==> src/hw/rtl/lcdwf_pkg.sv <==
// package for the character lcd write formatter
// types, codes and constants shared by the front, queue, back and top files
`default_nettype none

package lcdwf_pkg;

  localparam int MaxDigitsDef = 10;
  // a non-negative 32-bit signed value never has more than ten decimal digits
  localparam int NumDigits    = 10;
  localparam int QueueDepth   = 2;

  localparam logic [2:0] ModeCmd    = 3'd0;
  localparam logic [2:0] ModeChar   = 3'd1;
  localparam logic [2:0] ModeGoto   = 3'd2;
  localparam logic [2:0] ModeNumber = 3'd3;
  localparam logic [2:0] ModeInit   = 3'd4;

  localparam logic [7:0] CmdFuncSet = 8'h38;
  localparam logic [7:0] CmdDispOn  = 8'h0C;
  localparam logic [7:0] CmdClear   = 8'h01;
  localparam logic [7:0] DdramSet   = 8'h80;
  localparam logic [7:0] AsciiZero  = 8'h30;

  localparam logic RsInstr = 1'b0;
  localparam logic RsData  = 1'b1;

  typedef enum logic [1:0] {
    JOB_WRITE,
    JOB_NUMBER,
    JOB_INIT
  } job_kind_e;

  typedef struct packed {
    job_kind_e   kind;
    logic        rs;
    logic [7:0]  byte_val;
    logic [30:0] num;
  } job_t;

  typedef struct packed {
    logic empty;
    logic full;
  } q_stat_t;

  typedef enum logic [2:0] {
    BK_IDLE,
    BK_WRITE,
    BK_INIT,
    BK_CONV,
    BK_EMIT
  } bk_state_e;

endpackage

`default_nettype wire

==> src/hw/rtl/lcdwf_front.sv <==
// front end: classifies one request into a job for the back end
// depends on lcdwf_pkg
`default_nettype none

module lcdwf_front import lcdwf_pkg::*; (
  input  wire logic [2:0]  mode_i,
  input  wire logic [7:0]  byte_value_i,
  input  wire logic [5:0]  column_i,
  input  wire logic        row_i,
  input  wire logic [31:0] number_value_i,
  output logic             keep_o,
  output job_t             job_o
);

  always_comb begin
    keep_o       = 1'b1;
    job_o.kind   = JOB_WRITE;
    job_o.rs     = RsInstr;
    job_o.byte_val = byte_value_i;
    job_o.num    = number_value_i[30:0];
    case (mode_i)
      ModeCmd: begin
        job_o.rs = RsInstr;
      end
      ModeChar: begin
        job_o.rs = RsData;
      end
      ModeGoto: begin
        // row 1 base is 0x40, and the column never reaches it
        job_o.byte_val = DdramSet | {1'b0, row_i, column_i};
      end
      ModeNumber: begin
        job_o.kind = JOB_NUMBER;
        job_o.rs   = RsData;
        // negative values produce no writes
        keep_o     = ~number_value_i[31];
      end
      ModeInit: begin
        job_o.kind = JOB_INIT;
      end
      default: begin
        keep_o = 1'b0;
      end
    endcase
  end

endmodule

`default_nettype wire

==> config.mk <==
export PLATFORM = sky130hd
export DESIGN_NAME = lcdwf_front
export DESIGN_NICKNAME = d
export VERILOG_FILES = /design/src/hw/rtl/lcdwf_pkg.sv /design/src/hw/rtl/lcdwf_front.sv
export SDC_FILE = /design/constraint.sdc
export NUM_CORES = 1
export LEC_CHECK = 0
export ABC_AREA = 1
export BUFFER_PORTS_ARGS = -buffer_cell sky130_fd_sc_hd__buf_2
export CAP_MARGIN = 20
export CELL_PAD_IN_SITES_DETAIL_PLACEMENT = 1
export CELL_PAD_IN_SITES_GLOBAL_PLACEMENT = 1
export CORE_MARGIN = 3
export CORE_UTILIZATION = 12
export DETAILED_ROUTE_END_ITERATION = 8
export GPL_ROUTABILITY_DRIVEN = 0
export PLACE_DENSITY_LB_ADDON = 0.12
export SETUP_SLACK_MARGIN = 0.15
export SYNTH_ARGS = -nofsm -noshare
export SYNTH_HDL_FRONTEND = slang
export SYNTH_SLANG_ARGS = --single-unit
==> constraint.sdc <==
create_clock -name vclk -period 0.8
set_input_delay 0.16 -clock vclk [all_inputs]
set_output_delay 0.16 -clock vclk [all_outputs]
set_load 0.02 [all_outputs]
== After elaboration in Yosys (flattened, before gate mapping) ==
Index checks and enable logic that the tools add are counted.

* Multiplexer cells: 4
* Reduce and logical (&&, ||, !) cells: 3
* Eq/ne operators: 4
* Bitwise gates (word level): 1

{| class="wikitable"
|+ Operator list
! operator !! number
|-
| 8-bit 2-to-1 mux || 1
|-
| 3-bit by 2-bit == test with 1-bit output, second input constant || 2
|-
| 2-bit one-hot mux with 2 select lines || 1
|-
| 4-bit OR reduction || 1
|-
| 3-bit by 1-bit == test with 1-bit output, second input constant || 1
|-
| 3-bit == test, second input constant || 1
|-
| 3-bit logical NOT || 1
|-
| 1-bit one-hot mux with 2 select lines || 1
|-
| 2-bit OR reduction || 1
|-
| 1-bit 2-to-1 mux || 1
|-
| 1-bit inverter || 1
|}

* Word-level logic and storage cells: 12
* Input bits: 50
* Flip-flop bits (word level): 0
* Output and inout port bits: 43

== Logic depth before layout (Yosys ltp) ==
* Word-level depth: 3
* Mapped depth: 4

== Worst setup path after synthesis ==
OpenSTA, ideal clock, no wires.

* Path type: input to output
* Start: in mode_i[1]
* End: out keep_o
* Path buffers: 1
* Stages: 4
* Setup slack: -108 ps
* Arrival: 748 ps
* Cells stage by stage: buf_6 inv_1 nand2_1 a21oi_1

* Cells in the longest elaborated chain, start to end: 3

{| class="wikitable"
|+ RTL lines
! what !! line !! text
|-
| start, declared || lcdwf_front.sv:6 || <nowiki>input wire logic [2:0] mode_i,</nowiki>
|-
| 3-bit == test (tied with other cells) || lcdwf_front.sv:21 || <nowiki>case (mode_i)</nowiki>
|-
| 4-bit OR reduction (no line) || -- ||
|-
| 1-bit one-hot mux with 2 select lines * || lcdwf_front.sv:21 ||
|-
| end, declared || lcdwf_front.sv:11 || <nowiki>output logic keep_o,</nowiki>
|}

Mark *: on every way between the ends. The rest lies on a longest branch, timed or not.

==> results by group <==
Placement
  • Post-DP Area: 548 um^2
  • Pre-CTS setup slack: -235 ps
  • PortBufs: 31
  • Dpl hpwl: 979 um
  • Dpl cells: 118

Status
  • Failing checks: setup timing
  • Status: complete, but fails checks

STA
  • Tmin final: roughly 950 ps
  • RSZ-0062 raised after global routing: true
  • Relative slew slack: 87.0%
  • Fmax: 1050 MHz
  • Least-Margin Pin Slew: between 150 and 200 ps
  • Fin. Hold Viols: 0
  • Final setup TNS: -1310 ps
  • Final WS setup: -154 ps
  • Final period utilization: 119%
  • Setup-failing EPs final: 11
  • Final Max Tran Viols: 0
  • Hold slack: about 320 ps

Cells and area
  • Design Area, Final: 751 um^2
  • Sequential cell count: 0
  • Fin util: 23.8%
  • Ant diodes: 0
  • Final cell count without fillers: 121
  • Share of cells above drive strength 1: 88.3%
  • Fin nets: 129
  • Register area: 0 um^2
  • CLK BUF: 0
  • Layout Area Growth over Synthesis: 84.0%
  • Layout filler cell count: ~400

Worst setup path
  • Crit-path cells: buf_8, inv_8, nand3_4, nand2_2, nand2_4, buf_6
  • Worst-path fanout max: 8
  • CP Class: input port to primary output
  • CP max stage delay: 170 ps
  • Startpoint Class: input port
  • Slowest CP cell: nand3_4
  • Critical path origin: mode_i[2]
  • Worst Setup End Kind: primary output
  • CP Data Arrival Time: 790 ps
  • CP endpoint: job_o[31]
  • Critical Path RT: around 640 ps

Yosys
  • Syn Area/Cell: 6.09 um^2
  • Mapped Area: 408 um^2
  • Top cell type's share of synthesized area: between 50% and 60%
  • Post-synthesis sequential area ratio: 0%
  • Yosys Warn Count: 0
  • Synthesized instance count: 67
  • Area leader, netlist: buf_4
  • Post-synthesis net count: 117
  • Library cells used by synthesis: 9
  • Synth top area cells: buf_4 (57%), nand2_1 (16%), nand4_1 (11%), nand3_4 (4.3%), nor2_1 (3.7%)

Power
  • Pwr dens: 575 nW/um^2
  • Leak: 0.352 nW
  • Total Power: 0.432 mW
  • Worst vdd ir: ~0.15 mV

Floorplan
  • Core area: 3150 um^2
  • Die width: 64.3 um
  • Starting Density: between 10% and 20%
  • Die footprint: 4130 um^2
  • Row cnt: 20
  • Die height: approximately 64 um
  • Top Ports: 93

Detailed routing
  • DRC Markers: 0
  • Total Routed Length: 1200 um
  • Vias: 423
  • DR iter-0 viols: 1
  • Vias per cell: 3.50
  • Routed wire per std cell: roughly 9.9 um
  • DRT Pass-1 Iters: 2
  • Antenna Violating Nets Remaining: 0

Global route
  • Congestion Overflow GR: 0
  • Antenna violations before repair: 0
  • Vias in the first global route: 444
  • Largest net degree at the start of global routing: 9
  • First-pass GRT wire length: 1820 um
  • All-Layer GR Usage: 5.19%

Clocking
  • Cts-stage hold buffer count: 0

Worst hold path
  • Hold Path Class: input port to primary output

Run
  • Max Cap Viol: 0
worst max-delay path: cells and delay by family:
| kind | cells | cell delay, ps |
|---|---|---|
| buffers and inverters | 3 | 290 |
| and+or+nand+nor | 3 | 340 |
cells by family after synthesis:
kind of cell,synth area share [%]
buffers and inverters,64.4
AO/OA/AOI/OAI,1.23
AND/OR/NAND/NOR,34.4
how the worst min path moves through the flow:
stage                             startpoint   endpoint  slack [ps]  cells past startpoint
after global routing      number_value_i[11]  job_o[11]         320                      0
after floorplan                    mode_i[2]  job_o[40]         370                      1
after CTS                  number_value_i[1]   job_o[1]         320                      0
after detailed placement   number_value_i[1]   job_o[1]         320                      0
final                     number_value_i[12]  job_o[12]         320                      0
after global placement     number_value_i[1]   job_o[1]         320                      0
layout make-up:
cell class / count / area [um^2] / area share [%]
inverters: 5 / 51.3 / 6.83
repair buffers: 42 / 377 / 50.2
multi-input cells: 30 / 268 / 35.7
well taps: 44 / 55.1 / 7.33
cells in the final DEF, fill, tap and decap left out, types with 2 or more instances in the layout:
cell,synthesis,layout
buf_12,0,3
buf_2,0,16
buf_4,31,8
buf_6,1,13
buf_8,0,2
clkinv_8,0,2
inv_1,3,2
nand2_2,0,10
nand2_4,0,6
nand4_1,7,7
nor2_4,0,3
metal layers:
layer  GRT usage (%)  up-vias  wire length [um]
met4            1.06        0                 9
met5               0        -                 0
li1                -      205                 -
met3           0.703        4               119
met1            5.94      189               411
met2            10.1       25               656
timing repair:
| item | in CTS | in global routing |
|---|---|---|
| endpoints found under the setup margin | 12 | 12 |
| cloned | 0 | 0 |
| pin swaps | 12 | 8 |
| buffers inserted | 3 | 0 |
| resized for setup | 38 | 13 |
report_power, final:
| group | switching (mW) | internal [mW] |
|---|---|---|
| registers | 0 | 0 |
| clock network | 0 | 0 |
| logic | 0.204 | 0.228 |
| total | 0.204 | 0.228 |
synthesized netlist by cell type (all sizes together):
master,instances
inv,5
a21oi,1
nand4,7
nand3,1
nand2,17
buf,32
nor2,4
Power figures use the tool's default switching activity.
