<file path="src/hw/rtl/lcdwf_pkg.sv">
// package for the character lcd write formatter
// types, codes and constants shared by the front, queue, back and top files
`default_nettype none

package lcdwf_pkg;

  localparam int MaxDigitsDef = 10;
  // a non-negative 32-bit signed value never has more than ten decimal digits
  localparam int NumDigits    = 10;
  localparam int QueueDepth   = 2;

  localparam logic [2:0] ModeCmd    = 3'd0;
  localparam logic [2:0] ModeChar   = 3'd1;
  localparam logic [2:0] ModeGoto   = 3'd2;
  localparam logic [2:0] ModeNumber = 3'd3;
  localparam logic [2:0] ModeInit   = 3'd4;

  localparam logic [7:0] CmdFuncSet = 8'h38;
  localparam logic [7:0] CmdDispOn  = 8'h0C;
  localparam logic [7:0] CmdClear   = 8'h01;
  localparam logic [7:0] DdramSet   = 8'h80;
  localparam logic [7:0] AsciiZero  = 8'h30;

  localparam logic RsInstr = 1'b0;
  localparam logic RsData  = 1'b1;

  typedef enum logic [1:0] {
    JOB_WRITE,
    JOB_NUMBER,
    JOB_INIT
  } job_kind_e;

  typedef struct packed {
    job_kind_e   kind;
    logic        rs;
    logic [7:0]  byte_val;
    logic [30:0] num;
  } job_t;

  typedef struct packed {
    logic empty;
    logic full;
  } q_stat_t;

  typedef enum logic [2:0] {
    BK_IDLE,
    BK_WRITE,
    BK_INIT,
    BK_CONV,
    BK_EMIT
  } bk_state_e;

endpackage

`default_nettype wire

</file>
<file path="src/hw/rtl/lcdwf_queue.sv">
// two-entry job queue between front and back end
// depends on lcdwf_pkg
`default_nettype none

module lcdwf_queue import lcdwf_pkg::*; (
  input  wire logic    clk_i,
  input  wire logic    rst_ni,
  input  wire logic    push_i,
  input  wire job_t    job_i,
  input  wire logic    pop_i,
  output job_t         job_o,
  output q_stat_t      stat_o
);

  localparam int PtrW = $clog2(QueueDepth);

  job_t            mem_q [QueueDepth];
  logic [PtrW-1:0] wr_ptr_q, wr_ptr_d;
  logic [PtrW-1:0] rd_ptr_q, rd_ptr_d;
  logic [PtrW:0]   count_q, count_d;
  logic            do_push, do_pop;

  assign stat_o.empty = (count_q == '0);
  assign stat_o.full  = (count_q == (PtrW+1)'(QueueDepth));
  assign do_push      = push_i & ~stat_o.full;
  assign do_pop       = pop_i & ~stat_o.empty;
  assign job_o        = mem_q[rd_ptr_q];

  always_comb begin
    wr_ptr_d = wr_ptr_q;
    rd_ptr_d = rd_ptr_q;
    count_d  = count_q;
    if (do_push) begin
      wr_ptr_d = (wr_ptr_q == PtrW'(QueueDepth-1)) ? '0 : wr_ptr_q + 1'b1;
    end
    if (do_pop) begin
      rd_ptr_d = (rd_ptr_q == PtrW'(QueueDepth-1)) ? '0 : rd_ptr_q + 1'b1;
    end
    case ({do_push, do_pop})
      2'b10:   count_d = count_q + 1'b1;
      2'b01:   count_d = count_q - 1'b1;
      default: count_d = count_q;
    endcase
  end

  always_ff @(posedge clk_i or negedge rst_ni) begin
    if (!rst_ni) begin
      wr_ptr_q <= '0;
      rd_ptr_q <= '0;
      count_q  <= '0;
    end else begin
      wr_ptr_q <= wr_ptr_d;
      rd_ptr_q <= rd_ptr_d;
      count_q  <= count_d;
    end
  end

  always_ff @(posedge clk_i) begin
    if (do_push) begin
      mem_q[wr_ptr_q] <= job_i;
    end
  end

endmodule

`default_nettype wire

</file>
<file path="config.mk">
export PLATFORM = sky130hd
export DESIGN_NAME = lcdwf_queue
export DESIGN_NICKNAME = d
export VERILOG_FILES = /design/src/hw/rtl/lcdwf_pkg.sv /design/src/hw/rtl/lcdwf_queue.sv
export SDC_FILE = /design/constraint.sdc
export NUM_CORES = 1
export LEC_CHECK = 0
export BUFFER_PORTS_ARGS = -buffer_cell sky130_fd_sc_hd__buf_4
export CAP_MARGIN = 30
export CORE_UTILIZATION = 52
export CTS_CLUSTER_DIAMETER = 120
export DETAILED_ROUTE_END_ITERATION = 8
export GPL_TIMING_DRIVEN = 0
export PLACE_DENSITY = 0.79
export SLEW_MARGIN = 20
export SYNTH_ARGS = -nofsm -noshare
export SYNTH_HDL_FRONTEND = slang
export SYNTH_SLANG_ARGS = --single-unit
</file>
<file path="constraint.sdc">
create_clock -name clk_i -period 4.2 [get_ports clk_i]
set_clock_uncertainty 0.15 [all_clocks]
set_input_delay 0.42 -clock clk_i [delete_from_list [all_inputs] [get_ports clk_i]]
set_output_delay 0.42 -clock clk_i [all_outputs]
set_load 0.01 [all_outputs]
</file>
# Word-level counts from Yosys, hierarchy flattened
# Memories as Yosys holds them, arrays and structs flattened.
# Index checks and enable logic that the tools add are counted.
# word_totals
regBits	4
mem_bits_rw	84
inputBits	46
elab_cells	22
mem_count	1
# mem_list
name	depth	width	rd	rd_ports_with_merged_regs	wr	line_no	source
mem_q	2	42	1	0	1	lcdwf_queue.sv:17	job_t mem_q [QueueDepth];
# op_classes
addsub	4
eq_ne	3
n_mux	5
bitwise	4
n_reduce_logical	2
# ops
op	n
$eq 2x2->1 const B	2
$mux 1	4
$pmux 2 s2	1
$add 1x1->1 const B	2
$add 2x1->2 const B	1
$and 1x1->1	2
$eq 2x1->1 const B	1
$logic_not 2->1	1
$not 1->1	2
$reduce_bool 2->1	1
$sub 2x1->2 const B	1

# Longest topological paths before layout
# depth
word_depth	5
depth_mapped	6
mapped_depth_nobuf	6

# Worst setup path after synthesis
# OpenSTA, ideal clock, no wires.
# synth_timing
kind	register to register
startpoint	register count_q[0]
endpoint	memory mem_q[0][0] in the netlist's numbering (enable)
setup_time_ns	0.441
t_arrival_ns	2.405
required_ns	3.609
setup_slack_ns	1.204
path_stages_with_launch	4
cell_sequence	dfrtp_1 -> nand2b_1 -> nand2_1 -> nor2_1
# synth_via
elab_chain_len	5
# synth_rtl
element	line_no	source
start: declaration	lcdwf_queue.sv:20	logic [PtrW:0] count_q, count_d;
start signal: assignment	lcdwf_queue.sv:54	count_q <= count_d;
$eq 2x2->1	lcdwf_queue.sv:24	assign stat_o.full = (count_q == (PtrW+1)'(QueueDepth));
$not 1->1	lcdwf_queue.sv:25	assign do_push = push_i & ~stat_o.full;
$and 1x1->1	lcdwf_queue.sv:25	
$mux 1	lcdwf_queue.sv:59	if (do_push) begin
$mux 1 (not written as such)	lcdwf_queue.sv:60	mem_q[wr_ptr_q] <= job_i;
end: declaration	lcdwf_queue.sv:17	
# No other way between the ends.

==> summary.txt <==
Worst setup path
  – Worst Setup SP: rd_ptr_q
  – Critical path endpoint: job_o[17]
  – FF-to-FF Start: count_q[0]
  – Startpoint types: flop
  – Worst path required time: 3630 ps
  – Critical path capture point type: output port
  – Crit Path Class: reg2out
  – Reg2reg end: mem_q[0][37]
  – CP max FO: 10
  – Worst EP arrival: 1460 ps
  – Register-to-Register Path Depth: 4
  – R2r setup slk: 2180 ps

Yosys
  – Sequential area share after synthesis: 76.47%
  – Cell Area, Synth: 3430 µm²
  – Synthesized Nets: 196
  – Netlist cell types: 15
  – Synth area leader: edfxtp_1
  – Top FF cell, synth: edfxtp_1
  – Most numerous cell in the Yosys netlist: edfxtp_1
  – Synth Register Bits: 88
  – FFs w/ async S/R, synth: 4.545%
  – Syn. warnings: 0
  – Largest cells by area after synthesis: edfxtp_1 74%, mux2_4 17%, dfrtp_1 2.9%
  – Post-synth top area share: 73.55%
  – Most frequent cells after synthesis: 84 x edfxtp_1, 39 x mux2_4, 4 x buf_12, 4 x dfrtp_1
  – Avg Inst Size Synth: 23.02 µm²
  – Cells after Synth: 149
  – EDFF count, synth: 84

Floorplanning
  – Io pins: 90
  – Die Ht: 83.21 µm
  – Core area: 6350 µm²
  – Rows: 29
  – Die X: 83.21 µm
  – Die area: 6924 µm²
  – Initial Util: 54.01%

Drt
  – Drc violations: 0
  – Iteration-0 DRC count of the detailed router: 81
  – First drt pass iteration count: 4
  – Per-cell routed wire length: 16.55 µm
  – DRT Wirelength: 5.510 mm
  – Vias per Instance: 4.976
  – Via count: 1,657
  – Final ANT Viol Nets: 0

Clock network
  – Postcts setup bufs: 0
  – Post-CTS resize count: 0
  – TritonCTS clock tree: built
  – Cts bufs inserted: 9
  – # hold bufs at CTS: 1
  – Clk slew on worst S/H paths: 80 ps
  – Skew-Pair Late Insertion Delay: 340 ps
  – CTS sink cnt: 88
  – H-tree depth: 3
  – CTS max path bufs: 2
  – Root Buffer: clkbuf_8

Global route
  – Initial antenna violation count: 0
  – GRT overflow: 0
  – Global-route wire length before repair: 8.866 mm
  – Vias in the first global route: 1,811
  – Largest net degree at the start of global routing: 25
  – GRT Overall Usage: 17.13%

Hold path
  – Min-delay worst type: in2reg

Final layout
  – N_diodes: 0
  – Share of cells above drive strength 1: 59.77%
  – Nets: 299
  – Final Instance Area: 4461 µm²
  – Syn-to-layout area delta: 30.06%
  – Layout fillers: 427
  – Final design utilization: 70.25%

Flow run
  – MaxCap Viol Count: 0

Power and ir drop
  – P per Cell Area: 685.6 nW/µm²
  – Worst vdd ir: 0.4678 mV
  – P_leak: 1.809 nW

Timing
  – RSZ-0062 raised after global routing: no
  – Relative slew slack: 49.33%
  – Final setup vio count: 0
  – Fmax: 491.5 MHz
  – Final period util: 48.44%
  – Setup TNS: 0 ps
  – Actual slew at the worst max-slew pin: 758.2 ps
  – Min Clock Period, post-route: 2035 ps
  – Max Slew Vio Count: 0
  – Worst hold margin: 103.9 ps
  – Number of hold violations in the final report: 0

Placement
  – PortBufs: 89
  – Post-DP HPWL: 3.766 mm
  – Gp weighted congestion: 0.7434
  – Dpl cell area: 4250 µm²

Status
  – Run status: finished clean
==> routing by layer <==
layer / up-vias / wire [µm] / GRT usage (%)
met5: - / 0 / 0
met3: 9 / 509 / 6.859
met1: 799 / 2188 / 19.57
met4: 0 / 105 / 8.934
met2: 67 / 2706 / 27.79
li1: 782 / - / -
==> metrics by stage <==
step	setup slack, ps	power [W]	instances
global placement	189.3	0.002446	315
floorplan	1204	0.002030	149
finish	2165	0.003058	333
global route	2016	0.003205	333
detailed placement	2147	0.002499	317
CTS	2141	0.003094	333
==> worst min-delay path by stage <==
stage | start | end | slack [ps] | cells past startpoint
6_report | job_i[12] | mem_q[0][12] | 100 | 1
5_1_grt | job_i[3] | mem_q[0][3] | 90 | 1
4_1_cts | job_i[8] | mem_q[0][8] | 90 | 1
3_5_place_dp | rst_ni | count_q[0] | 70 | 1
3_3_place_gp | rst_ni | count_q[0] | 70 | 1
2_1_floorplan | rst_ni | count_q[0] | -30 | 0
==> kinds of logic after synthesis <==
group | Yosys count | synth area share (%)
simple gates | 7 | 1.058
mux | 42 | 18.06
buf+inv | 6 | 2.773
flops | 88 | 76.47
xor+xnor | 5 | 1.277
fa+ha+maj | 1 | 0.3648
==> final cells by class <==
| type | instances | area [µm²] | area share [%] |
|---|---|---|---|
| Tap cell | 77 | 96.34 | 2.160 |
| Multi-Input combinational cell | 55 | 720.7 | 16.16 |
| Clock inverter | 5 | 72.57 | 1.627 |
| Sequential cell | 88 | 2623 | 58.79 |
| Clock buffer | 10 | 127.6 | 2.861 |
| Buffer | 5 | 91.34 | 2.048 |
| Timing Repair Buffer | 92 | 725.7 | 16.27 |
| Inverter | 1 | 3.754 | 0.08415 |
==> layout by cell type (no fill, tap or decap), drive strengths merged, types with 2 or more instances in the layout <==
cell type	instances
xor2	2
xnor2	3
edfxtp	84
mux2	42
bufinv	2
buf	96
dfrtp	4
clkbuf	10
clkinv	3
nor2	3
==> registers in the layout (all words and copies together) (netlist names) <==
name,count
wr_ptr_q,1
mem_q,84
rd_ptr_q,1
count_q,2
==> critical path, cell delays in order (launching register included) <==
cell	delay (ps)
dfrtp_1	370
buf_6	150
buf_12	150
mux2_4	300
buf_4	140
==> where the power goes <==
part           switching, W  total (W)  internal, W
combinational      0.000507    0.00120     0.000691
clock              0.000270   0.000597     0.000327
sequential        0.0000614    0.00126      0.00120
No activity file was read; power rests on OpenSTA's default activity.
